**src/sv/brig_pkg.sv**
```systemverilog
// Shared types, constants and helpers of the bounded random integer generator.
package brig_pkg;

	localparam int unsigned WORD_W    = 64;
	localparam int unsigned HALF_W    = WORD_W / 2;
	localparam int unsigned PROD_W    = 2 * WORD_W;
	localparam int unsigned MUL_PARTS = 4;
	localparam int unsigned MUL_CNT_W = $clog2(MUL_PARTS + 1);
	localparam int unsigned DIV_STEPS = WORD_W;
	localparam int unsigned DIV_CNT_W = $clog2(DIV_STEPS);

	// Xorshift shift amounts
	localparam int unsigned XS_A = 13;
	localparam int unsigned XS_B = 7;
	localparam int unsigned XS_C = 17;

	localparam logic [WORD_W-1:0] SEED_RESET = 64'd88172645463325252;

	typedef logic [WORD_W-1:0] word_t;

	typedef enum logic [2:0] {
		ST_IDLE,
		ST_DRAW,
		ST_MUL,
		ST_CHECK,
		ST_DIV,
		ST_OUT
	} state_t;

	// Commands from the controller to the datapath
	typedef struct packed {
		logic load;
		logic draw;
		logic mul_en;
		logic div_en;
		logic out_load;
	} cmd_t;

	// Status from the datapath to the controller
	typedef struct packed {
		logic mul_done;
		logic div_done;
		logic low_lt_n;
		logic low_lt_thr;
		logic thr_valid;
		logic out_free;
	} status_t;

	// One xorshift step; the new state is also the draw
	function automatic word_t xorshift_next(word_t x);
		word_t t;
		t = x ^ (x << XS_A);
		t = t ^ (t >> XS_B);
		t = t ^ (t << XS_C);
		return t;
	endfunction

endpackage

```
**src/sv/brig_ctrl.sv**
```systemverilog
// Controller state machine: sequences draw, multiply, threshold division and output.
module brig_ctrl
	import brig_pkg::*;
(
	input  logic    clk,
	input  logic    arst_n,
	input  logic    s_tvalid,
	output logic    s_tready,
	input  status_t st,
	output cmd_t    cmd
);

	state_t state_q, state_d;

	// State register
	always_ff @(posedge clk or negedge arst_n) begin
		if (!arst_n) begin
			state_q <= ST_IDLE;
		end else begin
			state_q <= state_d;
		end
	end

	// Next state
	always_comb begin
		state_d = state_q;
		case (state_q)
			ST_IDLE: begin
				if (s_tvalid) state_d = ST_DRAW;
			end
			ST_DRAW: begin
				state_d = ST_MUL;
			end
			ST_MUL: begin
				if (st.mul_done) state_d = ST_CHECK;
			end
			ST_CHECK: begin
				if (!st.low_lt_n) begin
					state_d = ST_OUT;
				end else if (!st.thr_valid) begin
					state_d = ST_DIV;
				end else if (st.low_lt_thr) begin
					state_d = ST_DRAW;
				end else begin
					state_d = ST_OUT;
				end
			end
			ST_DIV: begin
				if (st.div_done) state_d = ST_CHECK;
			end
			ST_OUT: begin
				if (st.out_free) state_d = ST_IDLE;
			end
			default: begin
				state_d = ST_IDLE;
			end
		endcase
	end

	// Outputs
	always_comb begin
		s_tready = 1'b0;
		cmd      = '0;
		case (state_q)
			ST_IDLE: begin
				s_tready = 1'b1;
				cmd.load = s_tvalid;
			end
			ST_DRAW: begin
				cmd.draw = 1'b1;
			end
			ST_MUL: begin
				cmd.mul_en = 1'b1;
			end
			ST_DIV: begin
				cmd.div_en = 1'b1;
			end
			ST_OUT: begin
				cmd.out_load = st.out_free;
			end
			default: begin
				s_tready = 1'b0;
			end
		endcase
	end

	// An accepted request always starts with a draw
	assert property (@(posedge clk) disable iff (!arst_n)
		s_tvalid && s_tready |=> state_q == ST_DRAW)
		else $error("accepted request did not start a draw");

	// The output register is loaded only when it is free
	assert property (@(posedge clk) disable iff (!arst_n)
		cmd.out_load |-> st.out_free)
		else $error("result loaded over a pending one");

	// The threshold is divided out at most once per request
	assert property (@(posedge clk) disable iff (!arst_n)
		state_q == ST_CHECK && state_d == ST_DIV |-> !st.thr_valid)
		else $error("threshold division repeated");

endmodule

```
**src/sv/brig_dp.sv**
```systemverilog
// Datapath: xorshift generator, shared 32x32 multiplier, radix-2 remainder unit, output register.
module brig_dp
	import brig_pkg::*;
(
	input  logic              clk,
	input  logic              arst_n,
	input  cmd_t              cmd,
	input  logic [WORD_W-1:0] s_tdata,
	input  logic              s_tuser,
	input  logic              seed_we,
	input  logic [WORD_W-1:0] seed_wdata,
	input  logic              m_tready,
	output logic              m_tvalid,
	output logic [WORD_W-1:0] m_tdata,
	output status_t           st
);

	word_t                gen_q;
	word_t                n_q;
	logic                 narrow_q;
	word_t                rem_q;
	word_t                dvd_q;
	logic                 thr_valid_q;
	logic [PROD_W-1:0]    acc_q;
	word_t                prod_s1;
	logic [1:0]           idx_s1;
	logic [MUL_CNT_W-1:0] mcnt_q;
	logic [DIV_CNT_W-1:0] dcnt_q;
	word_t                value_q;
	logic                 m_tvalid_q;

	word_t             n_in, neg_in, dvd_in;
	logic [HALF_W-1:0] a_half, b_half;
	word_t             pp;
	logic [PROD_W-1:0] pp_shifted;
	logic              mul_issue, mul_acc, div_last;
	logic [WORD_W:0]   trial, diff;
	word_t             rem_next, low_eff, result;

	// Effective bound and threshold dividend (2^w - n) of the incoming request
	assign n_in   = s_tuser ? {{HALF_W{1'b0}}, s_tdata[HALF_W-1:0]} : s_tdata;
	assign neg_in = '0 - n_in;
	assign dvd_in = s_tuser ? {{HALF_W{1'b0}}, neg_in[HALF_W-1:0]} : neg_in;

	// Multiplier: one 32x32 partial product per cycle, registered and then accumulated
	assign a_half    = mcnt_q[0] ? gen_q[WORD_W-1:HALF_W] : gen_q[HALF_W-1:0];
	assign b_half    = mcnt_q[1] ? n_q[WORD_W-1:HALF_W] : n_q[HALF_W-1:0];
	assign pp        = a_half * b_half;
	assign mul_issue = cmd.mul_en && (mcnt_q < MUL_CNT_W'(MUL_PARTS));
	assign mul_acc   = cmd.mul_en && (mcnt_q != '0);

	always_comb begin
		case (idx_s1)
			2'd0:    pp_shifted = {{WORD_W{1'b0}}, prod_s1};
			2'd1:    pp_shifted = {{HALF_W{1'b0}}, prod_s1, {HALF_W{1'b0}}};
			2'd2:    pp_shifted = {prod_s1, {WORD_W{1'b0}}};
			default: pp_shifted = '0;
		endcase
	end

	// Remainder unit: one restoring step per cycle
	assign trial    = {rem_q, dvd_q[WORD_W-1]};
	assign diff     = trial - {1'b0, n_q};
	assign rem_next = diff[WORD_W] ? trial[WORD_W-1:0] : diff[WORD_W-1:0];
	assign div_last = cmd.div_en && (dcnt_q == DIV_CNT_W'(DIV_STEPS - 1));

	// Low word and result as the width mode selects them
	assign low_eff = narrow_q ? {{HALF_W{1'b0}}, acc_q[HALF_W-1:0]} : acc_q[WORD_W-1:0];
	assign result  = narrow_q ? {{HALF_W{1'b0}}, acc_q[WORD_W-1:HALF_W]}
	                          : acc_q[PROD_W-1:WORD_W];

	// Control state: generator, counters, flags
	always_ff @(posedge clk or negedge arst_n) begin
		if (!arst_n) begin
			gen_q       <= SEED_RESET;
			thr_valid_q <= 1'b0;
			mcnt_q      <= '0;
			dcnt_q      <= '0;
			m_tvalid_q  <= 1'b0;
		end else begin
			if (seed_we) begin
				gen_q <= (seed_wdata != '0) ? seed_wdata : SEED_RESET;
			end else if (cmd.draw) begin
				gen_q <= xorshift_next(gen_q);
			end
			if (cmd.load) begin
				thr_valid_q <= 1'b0;
				dcnt_q      <= '0;
			end else if (cmd.div_en) begin
				dcnt_q <= dcnt_q + 1'b1;
				if (div_last) thr_valid_q <= 1'b1;
			end
			if (cmd.draw) begin
				mcnt_q <= '0;
			end else if (mul_issue) begin
				mcnt_q <= mcnt_q + 1'b1;
			end
			if (cmd.out_load) begin
				m_tvalid_q <= 1'b1;
			end else if (m_tready) begin
				m_tvalid_q <= 1'b0;
			end
		end
	end

	// Payload registers
	always_ff @(posedge clk) begin
		if (cmd.load) begin
			n_q      <= n_in;
			narrow_q <= s_tuser;
			dvd_q    <= dvd_in;
			rem_q    <= '0;
		end else if (cmd.div_en) begin
			dvd_q <= {dvd_q[WORD_W-2:0], 1'b0};
			rem_q <= rem_next;
		end
		if (mul_issue) begin
			prod_s1 <= pp;
			idx_s1  <= 2'(mcnt_q[0]) + 2'(mcnt_q[1]);
		end
		if (cmd.draw) begin
			acc_q <= '0;
		end else if (mul_acc) begin
			acc_q <= acc_q + pp_shifted;
		end
		if (cmd.out_load) begin
			value_q <= result;
		end
	end

	// Status to the controller (rem_q holds the threshold once valid)
	assign st.mul_done   = cmd.mul_en && (mcnt_q == MUL_CNT_W'(MUL_PARTS));
	assign st.div_done   = div_last;
	assign st.low_lt_n   = low_eff < n_q;
	assign st.low_lt_thr = low_eff < rem_q;
	assign st.thr_valid  = thr_valid_q;
	assign st.out_free   = !m_tvalid_q || m_tready;

	assign m_tvalid = m_tvalid_q;
	assign m_tdata  = value_q;

	// Xorshift must never reach the all-zero state
	assert property (@(posedge clk) disable iff (!arst_n)
		gen_q != '0)
		else $error("generator state became zero");

	// The finished threshold lies below the bound
	assert property (@(posedge clk) disable iff (!arst_n)
		div_last |=> thr_valid_q && (rem_q < n_q))
		else $error("threshold not reduced below the bound");

	// A multiply pass never overruns its partial products
	assert property (@(posedge clk) disable iff (!arst_n)
		mcnt_q <= MUL_CNT_W'(MUL_PARTS))
		else $error("multiplier step counter overran");

endmodule

```
**src/sv/bounded_random_integer_generator.sv**
```systemverilog
// An accepted request passes a draw, the multiply pass and a compare, then m_tvalid if the first draw is kept.
// The threshold is divided out at most once per request, when a draw first needs it (64 remainder steps, a compare).
// Each redraw repeats the xorshift step, the multiply pass and the compare.
// A new request is taken only once the last result is loaded; a finished result may wait in m_tdata.
// Reset loads the generator with the default seed and clears the controller and m_tvalid;
// a seed write of zero loads the default seed as well.
module bounded_random_integer_generator
	import brig_pkg::*;
(
	input  logic              clk,
	input  logic              arst_n,
	// seed register
	input  logic              seed_we,
	input  logic [WORD_W-1:0] seed_wdata,
	// request stream
	input  logic              s_tvalid,
	output logic              s_tready,
	input  logic [WORD_W-1:0] s_tdata,  // [63:0] range_bound
	input  logic              s_tuser,  // [0] narrow_mode
	// result stream
	output logic              m_tvalid,
	input  logic              m_tready,
	output logic [WORD_W-1:0] m_tdata   // [63:0] value
);

	cmd_t    cmd;
	status_t st;

	brig_ctrl u_ctrl (
		.clk      (clk),
		.arst_n   (arst_n),
		.s_tvalid (s_tvalid),
		.s_tready (s_tready),
		.st       (st),
		.cmd      (cmd)
	);

	brig_dp u_dp (
		.clk        (clk),
		.arst_n     (arst_n),
		.cmd        (cmd),
		.s_tdata    (s_tdata),
		.s_tuser    (s_tuser),
		.seed_we    (seed_we),
		.seed_wdata (seed_wdata),
		.m_tready   (m_tready),
		.m_tvalid   (m_tvalid),
		.m_tdata    (m_tdata),
		.st         (st)
	);

endmodule
```
**config.mk**
```make
export PLATFORM = sky130hd
export DESIGN_NAME = bounded_random_integer_generator
export DESIGN_NICKNAME = d
export VERILOG_FILES = /design/src/sv/brig_pkg.sv /design/src/sv/brig_ctrl.sv /design/src/sv/brig_dp.sv /design/src/sv/bounded_random_integer_generator.sv
export SDC_FILE = /design/constraint.sdc
export NUM_CORES = 2
export LEC_CHECK = 0
export ABC_CLOCK_PERIOD_IN_PS = 17800
export BUFFER_PORTS_ARGS = -buffer_cell sky130_fd_sc_hd__buf_2
export CORE_ASPECT_RATIO = 0.7
export CORE_MARGIN = 2
export CORE_UTILIZATION = 60
export CTS_CLUSTER_DIAMETER = 40
export DETAILED_ROUTE_END_ITERATION = 10
export GPL_TIMING_DRIVEN = 0
export PLACE_DENSITY = 0.85
export SYNTH_ARGS = -nofsm -noshare
export SYNTH_HDL_FRONTEND = slang
export SYNTH_HIERARCHICAL = 1
export SYNTH_SLANG_ARGS = --single-unit
```
**constraint.sdc**
```tcl
create_clock -name clk -period 17.8 [get_ports clk]
set_input_delay 1.78 -clock clk [delete_from_list [all_inputs] [get_ports clk]]
set_output_delay 1.78 -clock clk [all_outputs]
set_load 0.1 [all_outputs]
```
==> flow_metrics.py <==
metrics = {
    "run_status": {
        "status": "complete, but fails checks",
        "violations": "max-capacitance violations, max-slew violations",
    },
    "route": {
        "firstDrtPassIters": 9,
        "vias": 67600,
        "antenna_left": 0,
        "detail_route.wl_per_cell_um": 29.3,
        "vias_per_cell": 6.48,
        "drtIter0Drc": 9552,
        "drt-total-wl_mm": 305,
        "post-route-drc-count": 0,
    },
    "global_routing": {
        "grt_use_total": 0.488,
        "grt_pass1_wl_mm": 435,
        "grt_max_degree": 69,
        "grt_pass1_vias": 65100,
        "antenna_found_initial": 21,
        "grt_overflow_total": 0,
    },
    "die": {
        "start_util": 0.607,
        "io_pins": 200,
        "num_rows": 106,
        "chipHeight_um": 295,
        "core-area_um2": 120000,
        "die_w_um": 420,
        "dieArea_um2": 124000,
    },
    "critical_path": {
        "crit_fanout": 10,
        "start_kind": "register",
        "crit_arrival_ps": 12630,
        "regToRegSetupSlack_ps": 5600,
        "r2r-end": "u_dp/prod_s1[63]",
        "timing.rr.start": "u_dp/mcnt_q[0]",
        "end_kind": "register",
        "crit_top_cell": "fa_1",
        "required_ps": 18230,
        "crit_type": "reg2reg",
        "critPathSlowestCell": "mux2i_1",
        "rr_worst_depth": 28,
        "critPathMaxStageDelay_ps": 1360,
    },
    "synthesis": {
        "yosysSeqAreaShare": 0.187,
        "synth_cell_types": 90,
        "syn_area_um2": 72800,
        "syn_inst": 8429,
        "synth_edf_count": 259,
        "ys_ff_latch": 529,
        "synthesis.nets": 10000,
        "yosys_warnings": 6,
        "synth_flop_cell": "edfxtp_1",
        "ys_async_sr_fraction": 0.147,
        "syn_area_per_cell_um2": 8.64,
    },
    "placement": {
        "gp_congestion": 1.13,
        "hpwlAfterDp_mm": 251,
        "dp_cells": 10300,
        "io_buffers": 198,
    },
    "worst_hold_path": {
        "hold_depth": 2,
        "worstHoldStart": "u_dp/rem_q[63]",
        "hold_class": "reg2reg",
        "min_to": "u_dp/rem_q[63]",
    },
    "clock_network": {
        "root_buffer": "clkbuf_16",
        "post_cts_resize_count": 0,
        "clockBufferDepth": 3,
        "clkTransAtPathRegs_ps": 60,
        "clock_sinks": 529,
        "cts_tree": "done",
        "cts_hold_buf": 0,
        "clk_latency_ps": 700,
        "post-cts-setup-buffer-count": 0,
        "cts_buffers": 78,
        "ctsHtreeMaxLevel": 3,
    },
    "timing": {
        "holdWs_ps": 472,
        "worst_pin_slew_ps": 1630,
        "max_freq_mhz": 82.0,
        "relSlewSlack": -0.118,
        "hold_viol_final": 0,
        "rsz0062_at_grt": "false",
        "slew_violations": 71,
        "skew_ps": 29.9,
        "finalSetupTns_ps": 0,
        "setup_viol": 0,
        "final.period_utilization": 0.685,
        "fin_crit_ps": 12200,
    },
    "layout": {
        "drive_gt1_frac": 0.0677,
        "instances_no_fill": 10400,
        "fin_nets": 10300,
        "syn_to_final_growth_pct": 8.53,
        "fill_cells": 10200,
    },
    "run": {
        "max_cap_viol_count": 8,
    },
}
## kinds of logic after synthesis
logic type / Yosys count / share of synthesized area
AND/OR/NAND/NOR: 2635 / 0.161
multiplexers: 228 / 0.0332
flip-flops: 529 / 0.187
XOR/XNOR: 523 / 0.0629
AO/OA/AOI/OAI: 1477 / 0.128
adder cells (fa/ha/maj): 1482 / 0.347
buffers and inverters: 1555 / 0.0809
## placed cells by master, fill, tap and decap left out, types with 259 or more instances in the layout
cell and count:
clkbuf_1 437, nand2_1 971, ha_1 584, xnor2_1 335
edfxtp_1 259, o21ai_0 281, fa_1 898, inv_1 1082
nor2_1 933, a21oi_1 467
## worst max-delay path: cells and delay by family, from the launching register on
kind | cells | cell delay (ps)
muxes | 1 | 1360
and+or+nand+nor | 6 | 1640
DFF | 1 | 560
AOI/OAI and AO/OA | 5 | 1070
xor gates and xnor gates | 1 | 130
buffers and inverters | 6 | 2640
adders and majority gates | 9 | 4540
## flip-flops by register name, indices dropped and copies added, names as in the netlist
signal	count
u_dp/idx_s1	2
u_dp/prod_s1	64
u_dp/thr_valid_q	1
u_dp/mcnt_q	3
u_dp/m_tvalid	1
u_dp/narrow_q	1
u_dp/rem_q	64
u_dp/dvd_q	64
u_dp/n_q	64
u_dp/m_tdata	64
u_dp/dcnt_q	6
u_dp/acc_q	128
u_ctrl/state_q	3
u_dp/gen_q	64
## cell usage after synthesis (all sizes together) (74+ instances only)
master / n / area [um2]
a21o: 154 / 1160
o21bai: 77 / 578
fa: 898 / 18000
inv: 1083 / 4070
nor2: 935 / 3520
xnor2: 335 / 2930
o21ai: 309 / 1550
and2: 76 / 475
nand4: 161 / 1010
nor3: 74 / 370
dfxtp: 192 / 3840
a21oi: 467 / 2340
xor2: 188 / 1650
mux2: 109 / 1230
clkbuf: 432 / 1620
mux2i: 119 / 1190
nand2: 972 / 3650
edfxtp: 259 / 7780
nor2b: 141 / 882
ha: 584 / 7310
## area by class of cell
cell class	instances	area, um2	area share
inverters	1083	4070	0.0515
diodes	18	45.0	0.000570
well taps	1620	2030	0.0256
repair buffers	220	1300	0.0165
clock inverters	57	669	0.00847
flip-flops and latches	529	13600	0.172
plain buffers	472	1820	0.0231
clock buffers	89	2060	0.0260
multi-input cells	6345	53400	0.676
## metal layers
layer / wire, um / up-vias / global-route usage
met5: 878 / - / 0.0320
met4: 20800 / 32 / 0.266
met3: 51900 / 1065 / 0.226
met2: 116000 / 5476 / 0.649
met1: 115000 / 32600 / 0.649
li1: - / 28400 / -
## worst max path at each step
stage / startpoint / to / cells after the start
4_1_cts: u_dp/mcnt_q[0] / u_dp/prod_s1[63] / 28
6_report: u_dp/mcnt_q[0] / u_dp/prod_s1[63] / 28
3_3_place_gp: u_dp/mcnt_q[1] / u_dp/prod_s1[63] / 32
5_1_grt: u_dp/mcnt_q[0] / u_dp/prod_s1[63] / 28
2_1_floorplan: u_dp/mcnt_q[0] / u_dp/prod_s1[63] / 30
3_5_place_dp: u_dp/mcnt_q[0] / u_dp/prod_s1[63] / 28
## stage by stage
stage | worst slack (ps) | util | area (um2)
2_1_floorplan | 9200 | - | 72800
3_3_place_gp | 6350 | 0.632 | 75800
3_5_place_dp | 6320 | 0.636 | 76200
4_1_cts | 6310 | 0.659 | 79000
5_1_grt | 5680 | 0.659 | 79000
6_report | 5600 | 0.659 | 79000
Power is left out: the tool's default activity adds up to more than one toggle a clock period on the data nets, which glitch-free logic cannot reach.
